## src/bmpd_pkg.sv

```systemverilog
// ----------------------------------------------------------------------------
// bmpd_pkg
// Types and constants shared by the 24-bit bitmap stream decoder modules.
// ----------------------------------------------------------------------------
package bmpd_pkg;

	// result kinds
	typedef enum logic [1:0] {
		KIND_HEADER = 2'd0,
		KIND_PIXEL  = 2'd1,
		KIND_ERROR  = 2'd2
	} kind_t;

	// error codes
	typedef enum logic [2:0] {
		ERR_SIGNATURE = 3'd0,
		ERR_SHORT_HDR = 3'd1,
		ERR_FORMAT    = 3'd2,
		ERR_TOO_LARGE = 3'd3,
		ERR_OFFSET    = 3'd4
	} err_t;

	// header byte positions at which a field is complete
	localparam logic [31:0] POS_SIGNATURE = 32'd1;
	localparam logic [31:0] POS_OFFSET    = 32'd13;
	localparam logic [31:0] POS_INFO_SIZE = 32'd17;
	localparam logic [31:0] POS_WIDTH     = 32'd21;
	localparam logic [31:0] POS_HEIGHT    = 32'd25;
	localparam logic [31:0] POS_PLANES    = 32'd27;
	localparam logic [31:0] POS_DEPTH     = 32'd29;
	localparam logic [31:0] POS_COMPRESS  = 32'd33;

	localparam logic [15:0] BMP_SIGNATURE = 16'h4D42;
	localparam logic [31:0] MIN_INFO_SIZE = 32'd40;
	localparam logic [15:0] BMP_PLANES    = 16'd1;
	localparam logic [15:0] BMP_DEPTH     = 16'd24;
	localparam logic [32:0] FILE_HDR_SIZE = 33'd14;
	localparam logic [7:0]  KEY_LEVEL     = 8'd255;
	localparam logic [7:0]  ALPHA_CLEAR   = 8'h00;
	localparam logic [7:0]  ALPHA_OPAQUE  = 8'hFF;

	// depth of the queue between parser and formatter
	localparam int QUEUE_DEPTH = 4;

	// one input word
	typedef struct packed {
		logic [7:0] data_byte;
		logic       file_start;
	} in_t;

	// one result word
	typedef struct packed {
		kind_t       kind;
		logic [12:0] image_width;
		logic [12:0] image_height;
		logic [11:0] column;
		logic [11:0] row;
		logic [31:0] rgba;
		logic        last_pixel;
		err_t        error_code;
	} out_t;

	// parsed event handed from parser to formatter
	typedef struct packed {
		kind_t       kind;
		logic [12:0] dim_w;
		logic [12:0] dim_h;
		logic [11:0] column;
		logic [11:0] srow;
		logic [7:0]  blue;
		logic [7:0]  green;
		logic [7:0]  red;
		logic        last;
		err_t        code;
	} ev_t;

endpackage

```

## src/bmpd_front.sv

```systemverilog
// ----------------------------------------------------------------------------
// bmpd_front
// Byte parser: walks the header, skips to the pixel data, gathers B,G,R
// triples and skips row padding. Produces at most one event per byte.
// ----------------------------------------------------------------------------
module bmpd_front #(
	parameter int MAX_WIDTH  = 4096,
	parameter int MAX_HEIGHT = 4096
) (
	input  logic           clk,
	input  logic           arst_n,
	input  bmpd_pkg::in_t  data,
	input  logic           accept,
	output bmpd_pkg::ev_t  ev,
	output logic           ev_push
);
	import bmpd_pkg::*;

	localparam int WW = $clog2(MAX_WIDTH + 1);
	localparam int HW = $clog2(MAX_HEIGHT + 1);

	typedef enum logic [4:0] {
		PH_HEADER = 5'b00001,
		PH_SKIP   = 5'b00010,
		PH_PIXEL  = 5'b00100,
		PH_PAD    = 5'b01000,
		PH_IDLE   = 5'b10000
	} phase_t;

	phase_t          phase_q, phase_d;
	logic [31:0]     pos_q, pos_d;
	logic [31:0]     acc_q, acc_d;
	logic [31:0]     pix_off_q, pix_off_d;
	logic [31:0]     info_q, info_d;
	logic [WW-1:0]   width_q, width_d;
	logic [HW-1:0]   height_q, height_d;
	logic            fmt_bad_q, fmt_bad_d;
	logic            too_big_q, too_big_d;
	logic [WW-1:0]   col_q, col_d;
	logic [HW-1:0]   srow_q, srow_d;
	logic [1:0]      bip_q, bip_d;
	logic [7:0]      blue_q, blue_d;
	logic [7:0]      green_q, green_d;
	logic [1:0]      pad_q, pad_d;

	// parse one byte against the state, restarted when file_start is set
	always_comb begin
		logic [7:0]    b;
		logic [15:0]   lo16;
		logic          take_pixel;
		logic          last;
		logic [WW:0]   col_inc;
		logic [HW:0]   srow_inc;
		logic [31:0]   w32;
		logic [31:0]   h32;
		logic [31:0]   c32;
		logic [31:0]   r32;

		b = data.data_byte;
		if (data.file_start) begin
			phase_d   = PH_HEADER;
			pos_d     = '0;
			acc_d     = '0;
			pix_off_d = '0;
			info_d    = '0;
			width_d   = '0;
			height_d  = '0;
			fmt_bad_d = 1'b0;
			too_big_d = 1'b0;
			col_d     = '0;
			srow_d    = '0;
			bip_d     = '0;
			blue_d    = '0;
			green_d   = '0;
			pad_d     = '0;
		end else begin
			phase_d   = phase_q;
			pos_d     = pos_q;
			acc_d     = acc_q;
			pix_off_d = pix_off_q;
			info_d    = info_q;
			width_d   = width_q;
			height_d  = height_q;
			fmt_bad_d = fmt_bad_q;
			too_big_d = too_big_q;
			col_d     = col_q;
			srow_d    = srow_q;
			bip_d     = bip_q;
			blue_d    = blue_q;
			green_d   = green_q;
			pad_d     = pad_q;
		end

		ev         = '0;
		ev_push    = 1'b0;
		take_pixel = 1'b0;
		lo16       = '0;
		last       = 1'b0;
		col_inc    = '0;
		srow_inc   = '0;
		w32        = '0;
		h32        = '0;
		c32        = '0;
		r32        = '0;

		case (phase_d)
			PH_HEADER: begin
				acc_d = {b, acc_d[31:8]};
				lo16  = acc_d[31:16];
				if (pos_d == POS_SIGNATURE) begin
					if (lo16 != BMP_SIGNATURE) begin
						ev_push = 1'b1;
						ev.kind = KIND_ERROR;
						ev.code = ERR_SIGNATURE;
						phase_d = PH_IDLE;
					end
				end else if (pos_d == POS_OFFSET) begin
					pix_off_d = acc_d;
				end else if (pos_d == POS_INFO_SIZE) begin
					info_d = acc_d;
					if (acc_d < MIN_INFO_SIZE) begin
						ev_push = 1'b1;
						ev.kind = KIND_ERROR;
						ev.code = ERR_SHORT_HDR;
						phase_d = PH_IDLE;
					end
				end else if (pos_d == POS_WIDTH) begin
					width_d = acc_d[WW-1:0];
					if (acc_d == '0) fmt_bad_d = 1'b1;
					if (acc_d > 32'(MAX_WIDTH)) too_big_d = 1'b1;
				end else if (pos_d == POS_HEIGHT) begin
					height_d = acc_d[HW-1:0];
					if (acc_d == '0) fmt_bad_d = 1'b1;
					if (acc_d > 32'(MAX_HEIGHT)) too_big_d = 1'b1;
				end else if (pos_d == POS_PLANES) begin
					if (lo16 != BMP_PLANES) fmt_bad_d = 1'b1;
				end else if (pos_d == POS_DEPTH) begin
					if (lo16 != BMP_DEPTH) fmt_bad_d = 1'b1;
				end else if (pos_d == POS_COMPRESS) begin
					ev_push = 1'b1;
					if (acc_d != '0 || fmt_bad_d) begin
						ev.kind = KIND_ERROR;
						ev.code = ERR_FORMAT;
						phase_d = PH_IDLE;
					end else if (too_big_d) begin
						ev.kind = KIND_ERROR;
						ev.code = ERR_TOO_LARGE;
						phase_d = PH_IDLE;
					end else if ({1'b0, pix_off_d} < FILE_HDR_SIZE + {1'b0, info_d}) begin
						ev.kind = KIND_ERROR;
						ev.code = ERR_OFFSET;
						phase_d = PH_IDLE;
					end else begin
						w32      = 32'(width_d);
						h32      = 32'(height_d);
						ev.kind  = KIND_HEADER;
						ev.dim_w = w32[12:0];
						ev.dim_h = h32[12:0];
						phase_d  = PH_SKIP;
					end
				end
			end
			PH_SKIP: begin
				if (pos_d == pix_off_d) begin
					phase_d    = PH_PIXEL;
					take_pixel = 1'b1;
				end
			end
			PH_PIXEL: begin
				take_pixel = 1'b1;
			end
			PH_PAD: begin
				pad_d = pad_d - 2'd1;
				if (pad_d == '0) begin
					srow_d  = srow_d + 1'b1;
					phase_d = PH_PIXEL;
				end
			end
			default: begin
			end
		endcase

		// gather one pixel byte; the red byte completes the pixel
		if (take_pixel) begin
			case (bip_d)
				2'd0: begin
					blue_d = b;
					bip_d  = 2'd1;
				end
				2'd1: begin
					green_d = b;
					bip_d   = 2'd2;
				end
				default: begin
					bip_d    = 2'd0;
					col_inc  = {1'b0, col_d} + 1'b1;
					srow_inc = {1'b0, srow_d} + 1'b1;
					last     = (col_inc == {1'b0, width_d}) &&
						(srow_inc == {1'b0, height_d});
					c32      = 32'(col_d);
					r32      = 32'(srow_d);
					h32      = 32'(height_d);
					w32      = 32'(width_d);
					ev_push  = 1'b1;
					ev.kind  = KIND_PIXEL;
					ev.column = c32[11:0];
					ev.srow  = r32[11:0];
					ev.dim_h = h32[12:0];
					ev.blue  = blue_d;
					ev.green = green_d;
					ev.red   = b;
					ev.last  = last;
					col_d    = col_inc[WW-1:0];
					if (last) begin
						phase_d = PH_IDLE;
					end else if (col_inc == {1'b0, width_d}) begin
						col_d = '0;
						pad_d = w32[1:0];
						if (w32[1:0] == 2'd0) begin
							srow_d = srow_inc[HW-1:0];
						end else begin
							phase_d = PH_PAD;
						end
					end
				end
			endcase
		end

		pos_d = pos_d + 32'd1;
		ev_push = ev_push && accept;
	end

	// advance control state on each accepted byte
	always_ff @(posedge clk or negedge arst_n) begin
		if (!arst_n) begin
			phase_q   <= PH_HEADER;
			pos_q     <= '0;
			acc_q     <= '0;
			pix_off_q <= '0;
			info_q    <= '0;
			width_q   <= '0;
			height_q  <= '0;
			fmt_bad_q <= 1'b0;
			too_big_q <= 1'b0;
			col_q     <= '0;
			srow_q    <= '0;
			bip_q     <= '0;
			pad_q     <= '0;
		end else if (accept) begin
			phase_q   <= phase_d;
			pos_q     <= pos_d;
			acc_q     <= acc_d;
			pix_off_q <= pix_off_d;
			info_q    <= info_d;
			width_q   <= width_d;
			height_q  <= height_d;
			fmt_bad_q <= fmt_bad_d;
			too_big_q <= too_big_d;
			col_q     <= col_d;
			srow_q    <= srow_d;
			bip_q     <= bip_d;
			pad_q     <= pad_d;
		end
	end

	// hold color bytes of the pixel in progress
	always_ff @(posedge clk) begin
		if (accept) begin
			blue_q  <= blue_d;
			green_q <= green_d;
		end
	end

endmodule

```

## src/bmpd_queue.sv

```systemverilog
// ----------------------------------------------------------------------------
// bmpd_queue
// Small event queue between the parser and the result formatter.
// ----------------------------------------------------------------------------
module bmpd_queue (
	input  logic          clk,
	input  logic          arst_n,
	input  bmpd_pkg::ev_t wr_ev,
	input  logic          push,
	output logic          full,
	output bmpd_pkg::ev_t rd_ev,
	output logic          not_empty,
	input  logic          pop
);
	import bmpd_pkg::*;

	localparam int PW = $clog2(QUEUE_DEPTH);

	ev_t         mem_q [QUEUE_DEPTH];
	logic [PW-1:0] wr_ptr_q;
	logic [PW-1:0] rd_ptr_q;
	logic [PW:0]   count_q;
	logic          do_push;
	logic          do_pop;

	assign full      = (count_q == (PW + 1)'(QUEUE_DEPTH));
	assign not_empty = (count_q != '0);
	assign do_push   = push && !full;
	assign do_pop    = pop && not_empty;
	assign rd_ev     = mem_q[rd_ptr_q];

	// advance pointers and fill count
	always_ff @(posedge clk or negedge arst_n) begin
		if (!arst_n) begin
			wr_ptr_q <= '0;
			rd_ptr_q <= '0;
			count_q  <= '0;
		end else begin
			if (do_push) wr_ptr_q <= wr_ptr_q + 1'b1;
			if (do_pop) rd_ptr_q <= rd_ptr_q + 1'b1;
			case ({do_push, do_pop})
				2'b10:   count_q <= count_q + 1'b1;
				2'b01:   count_q <= count_q - 1'b1;
				default: count_q <= count_q;
			endcase
		end
	end

	// store entries
	always_ff @(posedge clk) begin
		if (do_push) mem_q[wr_ptr_q] <= wr_ev;
	end

endmodule

```

## src/bmpd_back.sv

```systemverilog
// ----------------------------------------------------------------------------
// bmpd_back
// Result formatter: turns parsed events into result words (top-down row,
// RGBA with color key) and holds them in the output register.
// ----------------------------------------------------------------------------
module bmpd_back (
	input  logic           clk,
	input  logic           arst_n,
	input  bmpd_pkg::ev_t  ev,
	input  logic           ev_valid,
	output logic           ev_pop,
	output bmpd_pkg::out_t res,
	output logic           res_valid,
	input  logic           res_stall
);
	import bmpd_pkg::*;

	out_t res_q;
	out_t fmt;
	logic res_valid_q;

	// format one event; fields not used by the kind stay zero
	always_comb begin
		logic [7:0] alpha;
		alpha = (ev.red == KEY_LEVEL && ev.blue == KEY_LEVEL) ? ALPHA_CLEAR : ALPHA_OPAQUE;
		fmt = '0;
		fmt.kind = ev.kind;
		case (ev.kind)
			KIND_HEADER: begin
				fmt.image_width  = ev.dim_w;
				fmt.image_height = ev.dim_h;
			end
			KIND_PIXEL: begin
				fmt.column     = ev.column;
				fmt.row        = ev.dim_h[11:0] - 12'd1 - ev.srow;
				fmt.rgba       = {ev.red, ev.green, ev.blue, alpha};
				fmt.last_pixel = ev.last;
			end
			default: begin
				fmt.error_code = ev.code;
			end
		endcase
	end

	assign ev_pop    = ev_valid && (!res_valid_q || !res_stall);
	assign res       = res_q;
	assign res_valid = res_valid_q;

	// load output register when empty or being taken
	always_ff @(posedge clk or negedge arst_n) begin
		if (!arst_n) begin
			res_valid_q <= 1'b0;
		end else if (ev_pop) begin
			res_valid_q <= 1'b1;
		end else if (!res_stall) begin
			res_valid_q <= 1'b0;
		end
	end

	always_ff @(posedge clk) begin
		if (ev_pop) res_q <= fmt;
	end

endmodule

```

## src/bmp_24bit_stream_decoder.sv

```systemverilog
// ----------------------------------------------------------------------------
// bmp_24bit_stream_decoder
// Streaming decoder for 24-bit uncompressed bitmap files, one byte per word.
// ----------------------------------------------------------------------------
// The block takes one file byte per cycle while byte_stall is low and gives at
// most one result word per byte: a header word once the header is checked, one
// pixel word per B,G,R triple (RGBA, top-down row, alpha cleared where red and
// blue are both 255), or one error word, after which bytes are dropped until
// the next file_start. Each byte is parsed in the cycle it is accepted; results
// pass through a four-entry queue and then an output register, and byte_stall
// follows the queue's full flag, which is reached only when the result side
// stalls.
module bmp_24bit_stream_decoder #(
	parameter int MAX_WIDTH  = 4096,
	parameter int MAX_HEIGHT = 4096
) (
	input  logic           clk,
	input  logic           arst_n,
	input  bmpd_pkg::in_t  byte_data,
	input  logic           byte_valid,
	output logic           byte_stall,
	output bmpd_pkg::out_t res_data,
	output logic           res_valid,
	input  logic           res_stall
);
	import bmpd_pkg::*;

	ev_t  push_ev;
	ev_t  head_ev;
	logic push;
	logic full;
	logic not_empty;
	logic pop;
	logic accept;

	// stall the byte side while the queue is full
	assign byte_stall = full;
	assign accept     = byte_valid && !full;

	bmpd_front #(
		.MAX_WIDTH  (MAX_WIDTH),
		.MAX_HEIGHT (MAX_HEIGHT)
	) u_front (
		.clk     (clk),
		.arst_n  (arst_n),
		.data    (byte_data),
		.accept  (accept),
		.ev      (push_ev),
		.ev_push (push)
	);

	bmpd_queue u_queue (
		.clk       (clk),
		.arst_n    (arst_n),
		.wr_ev     (push_ev),
		.push      (push),
		.full      (full),
		.rd_ev     (head_ev),
		.not_empty (not_empty),
		.pop       (pop)
	);

	bmpd_back u_back (
		.clk       (clk),
		.arst_n    (arst_n),
		.ev        (head_ev),
		.ev_valid  (not_empty),
		.ev_pop    (pop),
		.res       (res_data),
		.res_valid (res_valid),
		.res_stall (res_stall)
	);

endmodule

```

## config.mk

```make
export PLATFORM = sky130hd
export DESIGN_NAME = bmp_24bit_stream_decoder
export DESIGN_NICKNAME = d
export VERILOG_FILES = /design/src/bmpd_pkg.sv /design/src/bmpd_front.sv /design/src/bmpd_queue.sv /design/src/bmpd_back.sv /design/src/bmp_24bit_stream_decoder.sv
export SDC_FILE = /design/constraint.sdc
export NUM_CORES = 1
export LEC_CHECK = 0
export BUFFER_PORTS_ARGS = -buffer_cell sky130_fd_sc_hd__buf_2
export CAP_MARGIN = 25
export CORE_UTILIZATION = 46
export CTS_BUF_LIST = sky130_fd_sc_hd__clkbuf_8 sky130_fd_sc_hd__clkbuf_16
export DETAILED_ROUTE_END_ITERATION = 16
export PLACE_DENSITY_LB_ADDON = 0.3
export SYNTH_ARGS = -nofsm -noshare
export SYNTH_HDL_FRONTEND = slang
export SYNTH_SLANG_ARGS = --single-unit
```

## constraint.sdc

```tcl
create_clock -name clk -period 7.27 [get_ports clk]
set_clock_uncertainty 0.1 [all_clocks]
set_input_delay 0.3635 -clock clk [delete_from_list [all_inputs] [get_ports clk]]
set_output_delay 0.3635 -clock clk [all_outputs]
set_load 0.01 [all_outputs]
```

==> summary.md <==
| Metric | Value |
|---|---|
| Area grow syn2layout | 12.1% |
| # Post-CTS Setup Buffers | 0 |
| VDD IR max | ~160 uV |
| Drc violations | 0 |
| Nets@finish | 2540 |
| Hold_sp | byte_data[5] |
| Register area share after synthesis | between 50% and 60% |
| Max stage delay on crit path | ~0.99 ns |
| CP max stage cell | nor4_1 |
| Asr flop ratio synth | 31.4% |
| Comb pwr share | 24.7% |
| CTS tree | built |
| Endpoints failing hold | 0 |
| Clk_lat worst skew | 0.62 ns |
| WP data required | roughly 7.4 ns |
| Yosys cell types | 80 |
| Tot Pwr | 0.0107 W |
| GR Overflow Total | 0 |
| Layout cells sized above 1 | 14.6% |
| PwrDens | 323 nW/um^2 |
| Setup violations, final | 0 |
| Most common cell after layout, fill and taps aside | edfxtp_1 |
| Register-to-register setup slack | 2.08 ns |
| Critical path peak fanout | 39 |
| Fin cells | about 3.4k |
| Seq pwr share | 44.6% |
| CP Capture Type | register |
| Avg Vias per Cell | 5.84 |
| # rows | 92 |
| Yosys reg bits | 608 |
| Slew headroom | about 22% |
| Synthesized area per cell | 12.2 sq um |
| Detail Route Antenna Nets | 0 |
| Die width | 256 um |
| TritonCTS buffer count | slightly below 70 |
| Clock Sinks | 608 |
| Number of global-route vias before repair | 19.5k |
| Die H | 256 um |
| Placer congestion estimate | 0.929 |
| Reg2Reg Depth | 11 |
| Startpoint types | register |
| CP bufs+invs | 3 |
| Syn Inst Count | 2414 |
| Internal cell power | ~0.0073 W |
| Initial core utilization | a little under half |
| Net Switching | 0.00341 W |
| Die area | 65300 sq um |
| IO Port Bufs | 102 |
| Ant. Diodes | 0 |
| Top Ports | about 100 |
| Largest net degree at the start of global routing | 132 |
| CP cell instances | xor2_1 > nor4_1 > nand4_1 > nor4_1 > a21o_1 > nand3_1 > buf_4 > a21oi_1 > buf_4 > and2_4 > buf_12 |
| Setup TNS | 0 ns |
| Hold Crit Depth | 2 |
| Worst-Margin Slew | 1.16 ns |
| Yosys Warn Count | 0 |
| Leakage power total | 12.4 nW |
| Initial antenna violation count | 0 |
| WL final | a little over 70 mm |
| Max-Cap Viols | 0 |
| Detail Placement HPWL | roughly 47 mm |
| Final worst path period share | 71.4% |
| Post-CTS Hold Fix Bufs | 3 |
| Root buffer selected by CTS | clkbuf_16 |
| CP Class | reg -> reg |
| Commonest non-fill, non-tap cells in the layout | edfxtp_1 (417), nand2_1 (228), dfrtp_1 (188) |
| Reg-to-reg endpoint | u_queue.mem_q[0][38]$_DFFE_PP_ |
| GRT Total Usage | between 20% and 30% |
| Fin crit period | 5.19 ns |
| Arr. time, crit path | 5.35 ns |
| Core area | 63300 sq um |
| Worst Hold Path EP | u_front.pix_off_q[28]$_DFFE_PN0P_ |
| Placed Area | 30900 sq um |
| DR pass1 iterations | 6 |
| Status | complete, no violations |
| Clock Power Share | a little under a third |
| Initial DRC count | 1740 |
| RSZ-0062 raised after global routing | false |
| Tightest Hold Check Type | in -> reg |
| Post-CTS Resized | 0 |
| Placed Cells | 3243 |
| Sw Share | 31.8% |
| CTS Buffer Depth | 3 |
| Avg WL per Cell | 21.2 um |
| Slew Limit Fails | 0 |
| Vias | 19.7k |
| H-tree Lvls | 3 |
| Clock transition at path regs | about 0.060 ns |
| Top FF cell, synth | edfxtp_1 |
| Post-synthesis cell area | 29600 sq um |
| Syn nets | 2483 |
| Reg2reg start | u_front.pos_q[5]$_DFFE_PN0P_ |
| Max Fclk | 193 MHz |
| First-pass GRT wire length | about 110 mm |
| Design Area, Final | 33200 sq um |
| CP delay by family, top | simple AND/OR/NAND/NOR gates |
| Number of flops mapped to enable cells by yosys | around 420 |
==> per-layer routing <==
metal | vias to the layer above | wire, um | global-route usage, %
met1 | 9881 | 30500 | 29.3
met2 | 640 | 35300 | 36.8
met5 | - | 0 | 0
li1 | 9048 | - | -
met3 | 115 | 3960 | 2.98
met4 | 0 | 1840 | 7.35
==> worst max path at each step <==
| stage | start | cells after the start | end |
|---|---|---|---|
| floorplan | byte_data[0] | 25 | u_front.col_q[12]$_DFFE_PN0P_ |
| global placement | byte_data[0] | 18 | u_front.col_q[12]$_DFFE_PN0P_ |
| detailed placement | byte_data[0] | 18 | u_front.col_q[12]$_DFFE_PN0P_ |
| CTS | byte_data[0] | 18 | u_front.col_q[12]$_DFFE_PN0P_ |
| global route | byte_data[0] | 21 | u_queue.mem_q[0][54]$_DFFE_PP_ |
| finish | u_front.pos_q[5]$_DFFE_PN0P_ | 11 | u_queue.mem_q[0][38]$_DFFE_PP_ |
==> metrics by stage <==
stage	utilization [%]	hold slack, ns	worst slack, ns
after floorplan	-	-0.0321	1.01
after global routing	52.4	0.0744	1.68
final	52.4	0.0906	2.08
after CTS	52.3	0.0593	2.19
after detailed placement	48.8	0.362	1.53
after global placement	48.8	0.355	1.71
==> worst reg2reg max path: stages (launching register included) <==
cell and delay, ns:
dfrtp_1 0.48, xor2_1 0.18, nor4_1 0.46, nand4_1 0.20, nor4_1 1.00, a21o_1 0.30, nand3_1 0.36, buf_4 0.36
a21oi_1 0.24, buf_4 0.21, and2_4 0.54, buf_12 0.38
==> cells by family (layout without fill, tap and decap cells) <==
family                     after synthesis  count (layout)  share of synthesized area, %
and+or+nand+nor                        802             802                          14.3
DFF                                    608             608                          58.5
AOI/OAI and AO/OA                      452             452                          9.65
buffers and inverters                  218             330                          2.93
xor gates and xnor gates               154             154                          4.56
muxes                                  124             124                          7.63
adders and majority gates               56              56                          2.42
==> registers in the layout, summed over array words and instances, names as in the netlist <==
name	flops
u_front.pad_q	2
u_front.blue_q	8
u_queue.wr_ptr_q	2
u_front.col_q	13
u_front.too_big_q	1
u_front.pix_off_q	32
u_front.green_q	8
u_queue.mem_q	320
u_queue.count_q	3
u_front.bip_q	2
u_back.res	81
u_front.phase_q	5
u_front.height_q	13
u_back.res_valid	1
u_front.info_q	32
u_front.srow_q	13
u_front.acc_q	24
u_front.width_q	13
u_front.fmt_bad_q	1
u_front.pos_q	32
u_queue.rd_ptr_q	2
==> power by group through the flow <==
| stage | Sequential, W | Clock [W] | Combinational (W) |
|---|---|---|---|
| finish | 0.00478 | 0.00330 | 0.00265 |
| global route | 0.00483 | 0.00350 | 0.00293 |
| floorplan | 0.00463 | 0 | 0.00194 |
| CTS | 0.00478 | 0.00337 | 0.00266 |
| global placement | 0.00483 | 0 | 0.00259 |
| detailed placement | 0.00485 | 0 | 0.00265 |
==> cell usage after synthesis (9+ instances only) <==
| cell type | instances | area, sq um |
|---|---|---|
| a22o_1 | 20 | 175 |
| mux2i_1 | 32 | 320 |
| nand2b_1 | 10 | 62.6 |
| mux2_2 | 12 | 135 |
| dfrtp_1 | 190 | 4750 |
| nor4_1 | 26 | 163 |
| and3_1 | 18 | 113 |
| o21bai_1 | 9 | 67.6 |
| nor2b_1 | 96 | 601 |
| buf_1 | 17 | 63.8 |
| nand4_1 | 33 | 206 |
| xnor2_1 | 86 | 753 |
| ha_1 | 54 | 676 |
| a21o_1 | 19 | 143 |
| and4_1 | 12 | 105 |
| a21oi_1 | 60 | 300 |
| clkbuf_1 | 123 | 462 |
| or3_1 | 11 | 68.8 |
| xor2_1 | 68 | 596 |
| a22oi_1 | 92 | 691 |
| nand3_1 | 79 | 395 |
| o21ai_0 | 182 | 911 |
| nor3_1 | 38 | 190 |
| nand2_1 | 228 | 856 |
| mux4_2 | 80 | 1800 |
| edfxtp_1 | 417 | 12500 |
| inv_1 | 60 | 225 |
| and2_1 | 105 | 657 |
| nor2_1 | 105 | 394 |
==> cell type report <==
type / count / area (sq um)
clock buffer: 73 / 1780
inverter: 61 / 229
tap: 846 / 1060
multi-input combinational: 1588 / 11400
clock inverter: 52 / 398
timing repair buffer: 144 / 938
fill: 5380 / 30200
sequential: 608 / 17300
Power figures use the tool's default switching activity.
